==> src/wzcr_pkg.sv <==
// ----------------------------------------------------------------------------
// wzcr_pkg
// Shared types and constants for the windowed zero crossing rate block.
// ----------------------------------------------------------------------------
`default_nettype none

package wzcr_pkg;

    localparam int WINDOW_MAX  = 256;
    localparam int SAMPLE_BITS = 16;
    localparam int ADDR_W      = $clog2(WINDOW_MAX);
    localparam int FILL_W      = $clog2(WINDOW_MAX + 1);
    localparam int CROSS_W     = $clog2(WINDOW_MAX);
    localparam int FRAC_W      = 16;
    localparam int RATE_W      = FRAC_W + 1;
    localparam int CNT_W       = 32;
    localparam int CFG_W       = 17;
    localparam int CFG_IDX_W   = 2;
    localparam int DIV_CNT_W   = $clog2(FRAC_W + 1);
    localparam int OUT_BITS    = RATE_W + 3 + 3 * CNT_W;
    localparam int OUT_DATA_W  = ((OUT_BITS + 7) / 8) * 8;
    localparam int IN_DATA_W   = ((SAMPLE_BITS + 7) / 8) * 8;

    localparam logic [CFG_IDX_W-1:0] CFG_WINDOW_LENGTH  = 2'd0;
    localparam logic [CFG_IDX_W-1:0] CFG_MIN_SAMPLES    = 2'd1;
    localparam logic [CFG_IDX_W-1:0] CFG_HIGH_THRESHOLD = 2'd2;
    localparam logic [CFG_IDX_W-1:0] CFG_LOW_THRESHOLD  = 2'd3;

    localparam logic CMD_RECORD = 1'b0;
    localparam logic CMD_CLEAR  = 1'b1;

    localparam logic [FILL_W-1:0] WINDOW_RESET  = FILL_W'(64);
    localparam logic [FILL_W-1:0] MIN_RESET     = FILL_W'(2);
    localparam logic [RATE_W-1:0] HIGH_TH_RESET = RATE_W'(32768);
    localparam logic [RATE_W-1:0] LOW_TH_RESET  = RATE_W'(6554);
    localparam logic [FILL_W-1:0] FILL_FLOOR    = FILL_W'(2);
    localparam logic [FILL_W-1:0] FILL_CEIL     = FILL_W'(WINDOW_MAX);
    localparam logic [CNT_W-1:0]  CNT_FULL      = {CNT_W{1'b1}};

    typedef enum logic [2:0] {
        ST_IDLE,
        ST_RD_OLD,
        ST_RD_NEXT,
        ST_UPDATE,
        ST_DIVIDE,
        ST_FINISH
    } state_t;

    typedef struct packed {
        logic              rd_en;
        logic [ADDR_W-1:0] rd_addr;
        logic              wr_en;
        logic [ADDR_W-1:0] wr_addr;
        logic              wr_data;
    } hist_req_t;

    typedef struct packed {
        logic               start;
        logic [CROSS_W-1:0] num;
        logic [CROSS_W-1:0] den;
    } div_req_t;

    typedef struct packed {
        logic              done;
        logic [RATE_W-1:0] quo;
    } div_rsp_t;

    function automatic logic [CNT_W-1:0] sat_inc(input logic [CNT_W-1:0] v);
        return (v == CNT_FULL) ? v : v + CNT_W'(1);
    endfunction

endpackage

`default_nettype wire

==> src/wzcr_hist.sv <==
// ----------------------------------------------------------------------------
// wzcr_hist
// Sign history ring storage: one write and one registered read per cycle.
// ----------------------------------------------------------------------------
`default_nettype none

module wzcr_hist (
    input  wire logic                 aclk,
    input  wire wzcr_pkg::hist_req_t  req,
    output logic                      rd_data
);
    import wzcr_pkg::*;

    logic mem [WINDOW_MAX];
    logic rd_data_reg;

    always_ff @(posedge aclk) begin
        if (req.wr_en) begin
            mem[req.wr_addr] <= req.wr_data;
        end
        if (req.rd_en) begin
            rd_data_reg <= mem[req.rd_addr];
        end
    end

    assign rd_data = rd_data_reg;

endmodule

`default_nettype wire

==> src/wzcr_div.sv <==
// ----------------------------------------------------------------------------
// wzcr_div
// Serial restoring divider: (num << 16) / den, one quotient bit per cycle.
// ----------------------------------------------------------------------------
`default_nettype none

module wzcr_div (
    input  wire logic                aclk,
    input  wire logic                aresetn,
    input  wire wzcr_pkg::div_req_t  req,
    output wzcr_pkg::div_rsp_t       rsp
);
    import wzcr_pkg::*;

    logic                 busy_reg,  busy_next;
    logic                 done_reg,  done_next;
    logic [DIV_CNT_W-1:0] cnt_reg,   cnt_next;
    logic [CROSS_W-1:0]   rem_reg,   rem_next;
    logic [CROSS_W-1:0]   den_reg,   den_next;
    logic [RATE_W-1:0]    quo_reg,   quo_next;
    logic [CROSS_W:0]     trial;
    logic                 fits;

    assign trial = {rem_reg, 1'b0};
    assign fits  = (trial >= {1'b0, den_reg});

    always_comb begin
        busy_next = busy_reg;
        done_next = 1'b0;
        cnt_next  = cnt_reg;
        rem_next  = rem_reg;
        den_next  = den_reg;
        quo_next  = quo_reg;
        if (req.start) begin
            den_next = req.den;
            if (req.num == req.den) begin
                quo_next  = RATE_W'(1) << FRAC_W;
                done_next = 1'b1;
                busy_next = 1'b0;
            end else begin
                rem_next  = req.num;
                quo_next  = '0;
                cnt_next  = DIV_CNT_W'(FRAC_W);
                busy_next = 1'b1;
            end
        end else if (busy_reg) begin
            rem_next = fits ? CROSS_W'(trial - {1'b0, den_reg}) : trial[CROSS_W-1:0];
            quo_next = {quo_reg[RATE_W-2:0], fits};
            cnt_next = cnt_reg - DIV_CNT_W'(1);
            if (cnt_reg == DIV_CNT_W'(1)) begin
                busy_next = 1'b0;
                done_next = 1'b1;
            end
        end
    end

    always_ff @(posedge aclk) begin
        if (!aresetn) begin
            busy_reg <= 1'b0;
            done_reg <= 1'b0;
            cnt_reg  <= '0;
        end else begin
            busy_reg <= busy_next;
            done_reg <= done_next;
            cnt_reg  <= cnt_next;
        end
        rem_reg <= rem_next;
        den_reg <= den_next;
        quo_reg <= quo_next;
    end

    assign rsp.done = done_reg;
    assign rsp.quo  = quo_reg;

endmodule

`default_nettype wire

==> src/windowed_zero_crossing_rate_top.sv <==
// ----------------------------------------------------------------------------
// windowed_zero_crossing_rate_top
// Sliding-window zero crossing rate with threshold events and counters.
// ----------------------------------------------------------------------------
// Usage:
//   s_ channel carries one beat per sample: s_tdata holds the signed sample,
//   s_tuser the command (record or clear). m_ channel returns one beat per
//   input beat with the rate, ready flag, both event flags and the three
//   saturating counters.
//   A record beat walks the sequencer: two reads of the sign ring memory,
//   an update step, then the serial divider (16 quotient bits, one per
//   cycle; it answers directly when crossings equal fill minus one), then
//   the finish state. A clear beat goes straight to the finish state, and a
//   sample without a rate yet skips the divider. s_tready is high only in
//   the idle state, so the block takes no new beat until the last one has
//   finished; the serial divider and the single ring read port set the pace.
//   The result waits in an output register, so the next beat is taken while
//   the receiver stalls; a finished result holds the sequencer until the
//   output register is free.
//   Reset loads the default registers and empties the ring, counters and
//   event history. Any register write empties the ring only.
// ----------------------------------------------------------------------------
`default_nettype none

module windowed_zero_crossing_rate_top (
    input  wire logic                                  aclk,
    input  wire logic                                  aresetn,
    input  wire logic                                  cfg_wr_en,
    input  wire logic [wzcr_pkg::CFG_IDX_W-1:0]        cfg_addr,
    input  wire logic [wzcr_pkg::CFG_W-1:0]            cfg_data,
    input  wire logic                                  s_tvalid,
    output logic                                       s_tready,
    input  wire logic [wzcr_pkg::IN_DATA_W-1:0]        s_tdata,   // sample
    input  wire logic                                  s_tuser,   // command
    output logic                                       m_tvalid,
    input  wire logic                                  m_tready,
    // rate, rate_ready, hi_flag, lo_flag, hi_count,
    // lo_count, record_count, zero pad
    output logic [wzcr_pkg::OUT_DATA_W-1:0]            m_tdata
);
    import wzcr_pkg::*;

    state_t state_reg, state_next;

    logic [FILL_W-1:0]  wl_reg, ms_reg;
    logic [RATE_W-1:0]  hth_reg, lth_reg;
    logic [ADDR_W-1:0]  wp_reg, wp_next;
    logic [FILL_W-1:0]  fill_reg, fill_next;
    logic [CROSS_W-1:0] cross_reg, cross_next;
    logic               prev_reg, prev_next;
    logic               neg_reg, neg_next;
    logic               cmd_reg, cmd_next;
    logic               old_reg, old_next;
    logic               rdy_reg, rdy_next;
    logic               hi_reg, hi_next;
    logic               lo_reg, lo_next;
    logic [CNT_W-1:0]   hcnt_reg, hcnt_next;
    logic [CNT_W-1:0]   lcnt_reg, lcnt_next;
    logic [CNT_W-1:0]   rcnt_reg, rcnt_next;
    logic               mvalid_reg, mvalid_next;
    logic [OUT_DATA_W-1:0] mdata_reg, mdata_next;

    logic [FILL_W-1:0]  w_eff, ms_eff, wp_plus1, fill_inc;
    logic [ADDR_W-1:0]  wp_wrap;
    logic               accept, out_free, full, drop, add, h, l, hev, lev;
    logic [CROSS_W:0]   cross_sum;
    logic [RATE_W-1:0]  rate;

    hist_req_t hreq;
    logic      hist_rd;
    div_req_t  dreq;
    div_rsp_t  drsp;

    wzcr_hist u_hist (
        .aclk    (aclk),
        .req     (hreq),
        .rd_data (hist_rd)
    );

    wzcr_div u_div (
        .aclk    (aclk),
        .aresetn (aresetn),
        .req     (dreq),
        .rsp     (drsp)
    );

    assign w_eff  = (wl_reg < FILL_FLOOR) ? FILL_FLOOR :
                    (wl_reg > FILL_CEIL)  ? FILL_CEIL  : wl_reg;
    assign ms_eff = (ms_reg < FILL_FLOOR) ? FILL_FLOOR : ms_reg;

    assign wp_plus1 = {1'b0, wp_reg} + FILL_W'(1);
    assign wp_wrap  = (wp_plus1 == w_eff) ? '0 : wp_plus1[ADDR_W-1:0];
    assign full     = (fill_reg == w_eff);
    assign fill_inc = full ? fill_reg : fill_reg + FILL_W'(1);
    assign drop     = full && (old_reg != hist_rd);
    assign add      = (fill_reg != '0) && (prev_reg != neg_reg);
    assign cross_sum = {1'b0, cross_reg} - (CROSS_W+1)'(drop) + (CROSS_W+1)'(add);

    assign accept   = s_tvalid && s_tready;
    assign out_free = !mvalid_reg || m_tready;

    assign rate = rdy_reg ? drsp.quo : '0;
    assign h    = rate > hth_reg;
    assign l    = rate < lth_reg;
    assign hev  = rdy_reg && h && !hi_reg;
    assign lev  = rdy_reg && l && !lo_reg;

    // next state
    always_comb begin
        state_next = state_reg;
        unique case (state_reg)
            ST_IDLE: begin
                if (accept) begin
                    state_next = (s_tuser == CMD_CLEAR) ? ST_FINISH : ST_RD_OLD;
                end
            end
            ST_RD_OLD:  state_next = ST_RD_NEXT;
            ST_RD_NEXT: state_next = ST_UPDATE;
            ST_UPDATE:  state_next = (fill_inc >= ms_eff) ? ST_DIVIDE : ST_FINISH;
            ST_DIVIDE: begin
                if (drsp.done) begin
                    state_next = ST_FINISH;
                end
            end
            ST_FINISH: begin
                if (out_free) begin
                    state_next = ST_IDLE;
                end
            end
            default: state_next = ST_IDLE;
        endcase
    end

    // control outputs
    always_comb begin
        s_tready     = 1'b0;
        hreq.rd_en   = 1'b0;
        hreq.rd_addr = wp_reg;
        hreq.wr_en   = 1'b0;
        hreq.wr_addr = wp_reg;
        hreq.wr_data = neg_reg;
        dreq.start   = 1'b0;
        dreq.num     = cross_sum[CROSS_W-1:0];
        dreq.den     = CROSS_W'(fill_inc - FILL_W'(1));
        unique case (state_reg)
            ST_IDLE:    s_tready = 1'b1;
            ST_RD_OLD:  hreq.rd_en = 1'b1;
            ST_RD_NEXT: begin
                hreq.rd_en   = 1'b1;
                hreq.rd_addr = wp_wrap;
            end
            ST_UPDATE: begin
                hreq.wr_en = 1'b1;
                dreq.start = (fill_inc >= ms_eff);
            end
            ST_DIVIDE, ST_FINISH: ;
            default: ;
        endcase
    end

    // datapath
    always_comb begin
        wp_next     = wp_reg;
        fill_next   = fill_reg;
        cross_next  = cross_reg;
        prev_next   = prev_reg;
        neg_next    = neg_reg;
        cmd_next    = cmd_reg;
        old_next    = old_reg;
        rdy_next    = rdy_reg;
        hi_next     = hi_reg;
        lo_next     = lo_reg;
        hcnt_next   = hcnt_reg;
        lcnt_next   = lcnt_reg;
        rcnt_next   = rcnt_reg;
        mvalid_next = mvalid_reg;
        mdata_next  = mdata_reg;

        if (mvalid_reg && m_tready) begin
            mvalid_next = 1'b0;
        end

        if (cfg_wr_en) begin
            wp_next    = '0;
            fill_next  = '0;
            cross_next = '0;
        end

        unique case (state_reg)
            ST_IDLE: begin
                if (accept) begin
                    cmd_next = s_tuser;
                    neg_next = s_tdata[SAMPLE_BITS-1];
                    rdy_next = 1'b0;
                    if (s_tuser == CMD_CLEAR) begin
                        wp_next    = '0;
                        fill_next  = '0;
                        cross_next = '0;
                        hi_next    = 1'b0;
                        lo_next    = 1'b0;
                        hcnt_next  = '0;
                        lcnt_next  = '0;
                        rcnt_next  = '0;
                    end
                end
            end
            ST_RD_OLD: ;
            ST_RD_NEXT: old_next = hist_rd;
            ST_UPDATE: begin
                cross_next = cross_sum[CROSS_W-1:0];
                fill_next  = fill_inc;
                wp_next    = wp_wrap;
                prev_next  = neg_reg;
                rdy_next   = (fill_inc >= ms_eff);
            end
            ST_DIVIDE: ;
            ST_FINISH: begin
                if (out_free) begin
                    if (rdy_reg) begin
                        hi_next = h;
                        lo_next = l;
                    end
                    if (hev) begin
                        hcnt_next = sat_inc(hcnt_reg);
                    end
                    if (lev) begin
                        lcnt_next = sat_inc(lcnt_reg);
                    end
                    if (cmd_reg == CMD_RECORD) begin
                        rcnt_next = sat_inc(rcnt_reg);
                    end
                    mvalid_next = 1'b1;
                    mdata_next  = OUT_DATA_W'({rcnt_next, lcnt_next, hcnt_next,
                                               lev, hev, rdy_reg, rate});
                end
            end
            default: ;
        endcase
    end

    always_ff @(posedge aclk) begin
        if (!aresetn) begin
            state_reg  <= ST_IDLE;
            wl_reg     <= WINDOW_RESET;
            ms_reg     <= MIN_RESET;
            hth_reg    <= HIGH_TH_RESET;
            lth_reg    <= LOW_TH_RESET;
            wp_reg     <= '0;
            fill_reg   <= '0;
            cross_reg  <= '0;
            prev_reg   <= 1'b0;
            cmd_reg    <= CMD_RECORD;
            rdy_reg    <= 1'b0;
            hi_reg     <= 1'b0;
            lo_reg     <= 1'b0;
            hcnt_reg   <= '0;
            lcnt_reg   <= '0;
            rcnt_reg   <= '0;
            mvalid_reg <= 1'b0;
        end else begin
            state_reg  <= state_next;
            wp_reg     <= wp_next;
            fill_reg   <= fill_next;
            cross_reg  <= cross_next;
            prev_reg   <= prev_next;
            cmd_reg    <= cmd_next;
            rdy_reg    <= rdy_next;
            hi_reg     <= hi_next;
            lo_reg     <= lo_next;
            hcnt_reg   <= hcnt_next;
            lcnt_reg   <= lcnt_next;
            rcnt_reg   <= rcnt_next;
            mvalid_reg <= mvalid_next;
            if (cfg_wr_en) begin
                unique case (cfg_addr)
                    CFG_WINDOW_LENGTH:  wl_reg  <= cfg_data[FILL_W-1:0];
                    CFG_MIN_SAMPLES:    ms_reg  <= cfg_data[FILL_W-1:0];
                    CFG_HIGH_THRESHOLD: hth_reg <= cfg_data[RATE_W-1:0];
                    CFG_LOW_THRESHOLD:  lth_reg <= cfg_data[RATE_W-1:0];
                    default: ;
                endcase
            end
        end
        neg_reg   <= neg_next;
        old_reg   <= old_next;
        mdata_reg <= mdata_next;
    end

    assign m_tvalid = mvalid_reg;
    assign m_tdata  = mdata_reg;

endmodule

`default_nettype wire

==> config.mk <==
export PLATFORM = sky130hd
export DESIGN_NAME = windowed_zero_crossing_rate_top
export DESIGN_NICKNAME = d
export VERILOG_FILES = /design/src/wzcr_pkg.sv /design/src/wzcr_hist.sv /design/src/wzcr_div.sv /design/src/windowed_zero_crossing_rate_top.sv
export SDC_FILE = /design/constraint.sdc
export NUM_CORES = 1
export LEC_CHECK = 0
export BUFFER_PORTS_ARGS = -buffer_cell sky130_fd_sc_hd__buf_2
export CORE_MARGIN = 2
export CORE_UTILIZATION = 60
export CTS_CLUSTER_DIAMETER = 150
export DETAILED_ROUTE_END_ITERATION = 16
export PLACE_DENSITY_LB_ADDON = 0.15
export SKIP_CTS_REPAIR_TIMING = 1
export SYNTH_ARGS = -nofsm -noshare
export SYNTH_HDL_FRONTEND = slang
export SYNTH_SLANG_ARGS = --single-unit
export TNS_END_PERCENT = 30
==> constraint.sdc <==
create_clock -name aclk -period 7.15 [get_ports aclk]
set_input_delay 0.715 -clock aclk [delete_from_list [all_inputs] [get_ports aclk]]
set_output_delay 0.715 -clock aclk [all_outputs]
set_load 0.005 [all_outputs]
After elaboration in Yosys (flattened, before gate mapping)
Memory sizes are Yosys's and may differ from the RTL's. A register that Yosys moved wholly into a read port is not among the register bits.
Cells that the tools add are included.
- bits in registers: 340
- RAM bits: 256
- bits of input ports: 41
- word-level logic and storage cells: 173
- memories kept: 1
- $add $sub $neg: 10
- magnitude comparators: 7
- eq/ne operators: 23
- muxes and demuxes: 76
- reduce and logical (&&, ||, !) cells: 30
- memory list (name ; words ; bits a word ; read ports ; clocked after Yosys merged registers in ; write ports ; line ; text):
    u_hist.mem ; 256 ; 1 ; 1 ; 1 ; 1 ; wzcr_hist.sv:14 ; logic mem [WINDOW_MAX];
- operators with widths (cell ; count):
    $mux W32 ; 11
    $pmux W32 S2 ; 3
    $add A32 B1 Y32 const B ; 3
    $eq A32 B32 Y1 const B ; 3
    $mux W8 ; 12
    $mux W17 ; 4
    $mux W9 ; 7
    $pmux W8 S2 ; 2
    $mux W1 ; 25
    $eq A9 B9 Y1 ; 2
    $lt A9 B2 Y1 const B ; 2
    $pmux W3 S6 ; 1
    $pmux W9 S2 ; 1
    $gt A17 B17 Y1 ; 1
    $lt A17 B17 Y1 ; 1
    $reduce_and A2 Y1 ; 8
    $mux W5 ; 3
    $mux W3 ; 4
    $ne A2 B2 Y1 const B ; 5
    $add A8 B1 Y9 const B ; 1
    $add A9 B1 Y9 const B ; 1
    $ge A9 B8 Y1 ; 1
    $ge A9 B9 Y1 ; 1
    $gt A9 B9 Y1 const B ; 1
    26 further kinds ; 43

Depth between registers and ports, before layout
- word-level depth: 10
- mapped depth: 23
- gate-level depth less buffers: 20

By module
Synthesis repeated with hierarchy kept, for this count alone.
- cells, all modules: 2630
- area, all modules: 28915.2 um^2
- by module, submodules not included (module ; instances ; cells an instance ; area an instance (um^2) ; seq. area each (um^2)):
    windowed_zero_crossing_rate_top ; 1 ; 1659 ; 15678.8 ; 7186.9
    wzcr_hist ; 1 ; 788 ; 11138.2 ; 7717.4
    wzcr_div ; 1 ; 183 ; 2098.3 ; 1131.1

Worst setup path after synthesis
No wires, ideal clock.
- path kind: flip-flop to flip-flop
- start point: register neg_reg
- end point: register u_div.rem_reg[0], enable pin
- setup time: 0.278 ns
- data arrival time: 6.320 ns
- setup slack: 0.552 ns
- stages on the path, launching flop included: 18
- path buffers: 1
- clock period less this slack: 6.598 ns
- cell sequence: edfxtp_1 > xor2_1 > o31ai_1 > ha_1 > inv_1 > ha_1 > fa_1 > a21oi_1 > nor2_1 > nor2_1 > o21bai_1 > a21oi_1 > xnor2_1 > xnor2_1 > nand4_1 > or4_4 > buf_6 > and2_1
- word-level cells in the longest chain between the ends: 6
- RTL lines (what ; line ; text):
    start, declared ; windowed_zero_crossing_rate_top.sv:51 ; logic neg_reg, neg_next;
    start signal, assigned ; windowed_zero_crossing_rate_top.sv:284 ; neg_reg <= neg_next;
    $ne A1 B1 Y1 ; windowed_zero_crossing_rate_top.sv:96 ; assign add = (fill_reg != '0) && (prev_reg != neg_reg);
    $logic_and A1 B1 Y1 ; windowed_zero_crossing_rate_top.sv:96 ;
    $add A8 B1 Y8 ; windowed_zero_crossing_rate_top.sv:97 ; assign cross_sum = {1'b0, cross_reg} - (CROSS_W+1)'(drop) + (CROSS_W+1)'(add);
    $eq A8 B8 Y1 ; wzcr_div.sv:36 ; if (req.num == req.den) begin
    $ne A2 B2 Y1 (no source line) ; n/a ;
    $reduce_and A2 Y1 (no source line) ; n/a ;
    end signal, assigned ; wzcr_div.sv:67 ; rem_reg <= rem_next;
    end, declared ; wzcr_div.sv:18 ; logic [CROSS_W-1:0] rem_reg, rem_next;
No other way between the ends.
A chain may end at the register's enable or synchronous reset.

Final worst setup path
- start point: register wl_reg[8]
- end point: register u_div.rem_reg[2], enable pin
- word-level cells in the longest chain between the ends: 10
- elaborated cells between the ends (all ways): 16
- RTL lines (what ; line ; text):
    start, declared ; windowed_zero_crossing_rate_top.sv:45 ; logic [FILL_W-1:0] wl_reg, ms_reg;
    start signal, assigned ; windowed_zero_crossing_rate_top.sv:276 ; CFG_WINDOW_LENGTH: wl_reg <= cfg_data[FILL_W-1:0];
    $gt A9 B9 Y1 ; windowed_zero_crossing_rate_top.sv:88 ; (wl_reg > FILL_CEIL) ? FILL_CEIL : wl_reg;
    $mux W9 ; windowed_zero_crossing_rate_top.sv:88 ;
    $mux W9 * ; windowed_zero_crossing_rate_top.sv:87 ; assign w_eff = (wl_reg < FILL_FLOOR) ? FILL_FLOOR :
    $eq A9 B9 Y1 * ; windowed_zero_crossing_rate_top.sv:93 ; assign full = (fill_reg == w_eff);
    $logic_and A1 B1 Y1 ; windowed_zero_crossing_rate_top.sv:95 ; assign drop = full && (old_reg != hist_rd);
    $sub A8 B1 Y8 ; windowed_zero_crossing_rate_top.sv:97 ;
    $add A8 B1 Y8 ; windowed_zero_crossing_rate_top.sv:97 ;
    $eq A8 B8 Y1 ; wzcr_div.sv:36 ;
    $ne A2 B2 Y1 (no source line) ; n/a ;
    $reduce_and A2 Y1 (no source line) * ; n/a ;
Every way passes the cells marked *; elsewhere a longest branch is shown, timed or not.

==> impl_metrics.env <==
export IMPL_status="finished, final reports clean"
export IMPL_htree_levels=2
export IMPL_crit_type="flip-flop to flip-flop"
export IMPL_clock_latency_ps=630
export IMPL_synth_ff_type="edfxtp_1"
export IMPL_cts_tree="done"
export IMPL_global_route_overflow_total=0
export IMPL_synth_edf_count=408
export IMPL_synth_seq_cells=597
export IMPL_ys_types=87
export IMPL_fin_crit_sh=0.782
export IMPL_hold_viol_final=0
export IMPL_num_vias=23300
export IMPL_io_pins=163
export IMPL_peakVddDrop_v=0.000237
export IMPL_reg2reg_setup_slack_ps=1560
export IMPL_maxCapViolCount=0
export IMPL_setup_viol=0
export IMPL_start_util=0.609
export IMPL_worstPathArrival_ps=5930
export IMPL_worst_slew_pin_slew_ps=1350
export IMPL_grt_pass1_vias=21800
export IMPL_crit_path_end_kind="flip-flop"
export IMPL_yosys_area_top_type="edfxtp_1"
export IMPL_hp_start="s_tdata[15]"
export IMPL_rsz0062_at_grt="false"
export IMPL_async_flop_share=0
export IMPL_cts_sinks=597
export IMPL_grt_max_degree=258
export IMPL_slew_headroom=0.0987
export IMPL_antenna_cells=0
export IMPL_final_nets=3198
export IMPL_cts_root_buf="clkbuf_16"
export IMPL_largest_register_ffs=256
export IMPL_fillerInstances=3918
export IMPL_die_x_microns=227
export IMPL_pwr_density_cell_nw_per_um2=235
export IMPL_viasPerCell=6.15
export IMPL_avgSynthCellArea_sq_um=9.84
export IMPL_synthTopCellsByArea="edfxtp_1 (41%), dfxtp_1 (13%), nand2_1 (4.8%), nor2_1 (4.7%), ha_1 (2.9%)"
export IMPL_period_needed_ps=5590
export IMPL_clk_path_buf_depth=3
export IMPL_wirelength_mm=74.3
export IMPL_final_max_slew_violation_count=0
export IMPL_utilization=0.675
export IMPL_synth_area_sq_um=29900
export IMPL_ant_nets=0
export IMPL_top_register="u_hist.mem"
export IMPL_grt_antenna_before_repair=0
export IMPL_core_area_sq_um=49100
export IMPL_synth_cells=3037
export IMPL_max_clock_freq_mhz=179
export IMPL_wl_per_cell_microns=19.6
export IMPL_grt_usage=0.286
export IMPL_seq_area_sq_um=16000
export IMPL_multi_input_area_sq_um=12700
export IMPL_rows=81
export IMPL_yosysWarnings=0
export IMPL_start_kind="flip-flop"
export IMPL_final_setup_skew_ps=20.2
export IMPL_leakage_nw=12.0
export IMPL_fin_tns_setup_ps=0
export IMPL_numCtsBuffers=60
export IMPL_reg2reg_depth=20
export IMPL_yosysTopAreaCellShare=0.410
export IMPL_seq_area_frac_synth=0.536
export IMPL_drc=0
export IMPL_grt_pass1_wl_mm=116
export IMPL_drive_gt1_frac=0.104
export IMPL_crit_fanout=37
export IMPL_clkSlewWorstSetupHoldPaths_ps=60
export IMPL_holdPathEnd="neg_reg"
export IMPL_syn2layout_area_growth_pct=10.8
export IMPL_min_path_cells=1
export IMPL_hpwlAfterDp_mm=48.0
export IMPL_die_h_microns=227
export IMPL_rr_startpoint="wl_reg[8]"
export IMPL_min_path_type="input pin to flip-flop"
export IMPL_portBuffers=143
export IMPL_first_pass_iters=6
export IMPL_crit_required_ps=7500
export IMPL_die_area_sq_um=51600
export IMPL_drt_iter0_markers=2463
export IMPL_regToRegEndpoint="u_div.rem_reg[2]"
export IMPL_gp_congestion=0.895
==> worst max path at each step <==
| stage | start | end | cells past startpoint |
|---|---|---|---|
| after floorplan | neg_reg | u_div.rem_reg[0] | 17 |
| after detailed placement | wl_reg[8] | u_div.rem_reg[0] | 20 |
| after global routing | wl_reg[8] | u_div.rem_reg[6] | 20 |
| after CTS | wl_reg[8] | u_div.rem_reg[2] | 20 |
| final | wl_reg[8] | u_div.rem_reg[2] | 20 |
| after global placement | wl_reg[8] | u_div.rem_reg[0] | 20 |
==> cell usage in the layout (no fill, tap or decap), types with 43 or more instances in the layout <==
cell type and count:
ha_1 70, xnor2_1 96, and2_1 58, buf_2 142
nand3_1 99, edfxtp_1 408, nor2_1 375, nor2b_1 78
buf_4 45, xor2_1 44, clkbuf_16 62, nor3_1 43
dfxtp_1 188, nand2_1 381, a21boi_0 43, inv_1 112
a31oi_1 51, mux2i_1 54, a21oi_1 149, o21ai_0 125
==> per-layer routing <==
metal | vias up | routed length, microns | global-route usage
met4 | 0 | 1770 | 0.0795
met5 | - | 0 | 0
li1 | 10900 | - | -
met2 | 995 | 35100 | 0.472
met3 | 141 | 5910 | 0.0444
met1 | 11300 | 31500 | 0.393
==> area by class of cell <==
type,instances,area share
inverters,115,0.0132
flip-flops and latches,597,0.484
multi-input cells,2123,0.383
clock inverters,37,0.0134
repair buffers,188,0.0323
clock buffers,74,0.0488
well taps,664,0.0251
==> cells in the mapped netlist, types with 44 or more instances <==
cell type / number
edfxtp_1: 408
nand2_1: 383
nor2_1: 377
dfxtp_1: 189
clkbuf_1: 164
a21oi_1: 150
o21ai_0: 125
inv_1: 113
nand3_1: 99
xnor2_1: 96
nor2b_1: 78
ha_1: 70
and2_1: 58
mux2i_1: 54
a31oi_1: 52
xor2_1: 44
==> stage by stage <==
step                      hold WS, ps  instances  setup slack (ps)  total power [mW]  area [sq um]
final                             252       3798              1560              7.80         33100
after global routing              242       3798              1210              8.02         33100
after CTS                         221       3798              1590              7.83         33100
after detailed placement          461       3687              1600              4.56         31100
after global placement            454       3687              1700              4.54         31100
after floorplan                   440       3040               552              4.37         29900
==> critical path, stage by stage (launching register included) <==
cell and delay (ps):
dfxtp_1 770, inv_1 220, nand4_1 120, nand3b_1 70
nand4b_1 280, or2_0 480, a21oi_1 430, inv_1 110
ha_1 290, a21o_1 120, a21o_1 110, a21o_1 110
a21o_1 110, a21oi_1 60, o21ai_0 350, nand3_1 120
buf_4 260, nor3_1 220, nand4_1 140, or4_4 610
and2_1 290
==> logic make-up after synthesis <==
group	count (synthesis)	share of synthesized area
AOI/OAI and AO/OA	625	0.137
and+or+nand+nor	1212	0.187
adders and majority gates	72	0.0306
buffers and inverters	320	0.0420
xor gates and xnor gates	141	0.0418
DFF	597	0.536
muxes	69	0.0252
other	1	0.000125
==> power by group <==
group | leakage (nW) | internal, mW | total (mW) | switching [mW]
logic | 5.65 | 0.222 | 0.709 | 0.487
clock network | 1.00 | 1.93 | 3.29 | 1.36
registers | 5.37 | 3.77 | 3.80 | 0.0340
(Power assumes the default switching activity.)
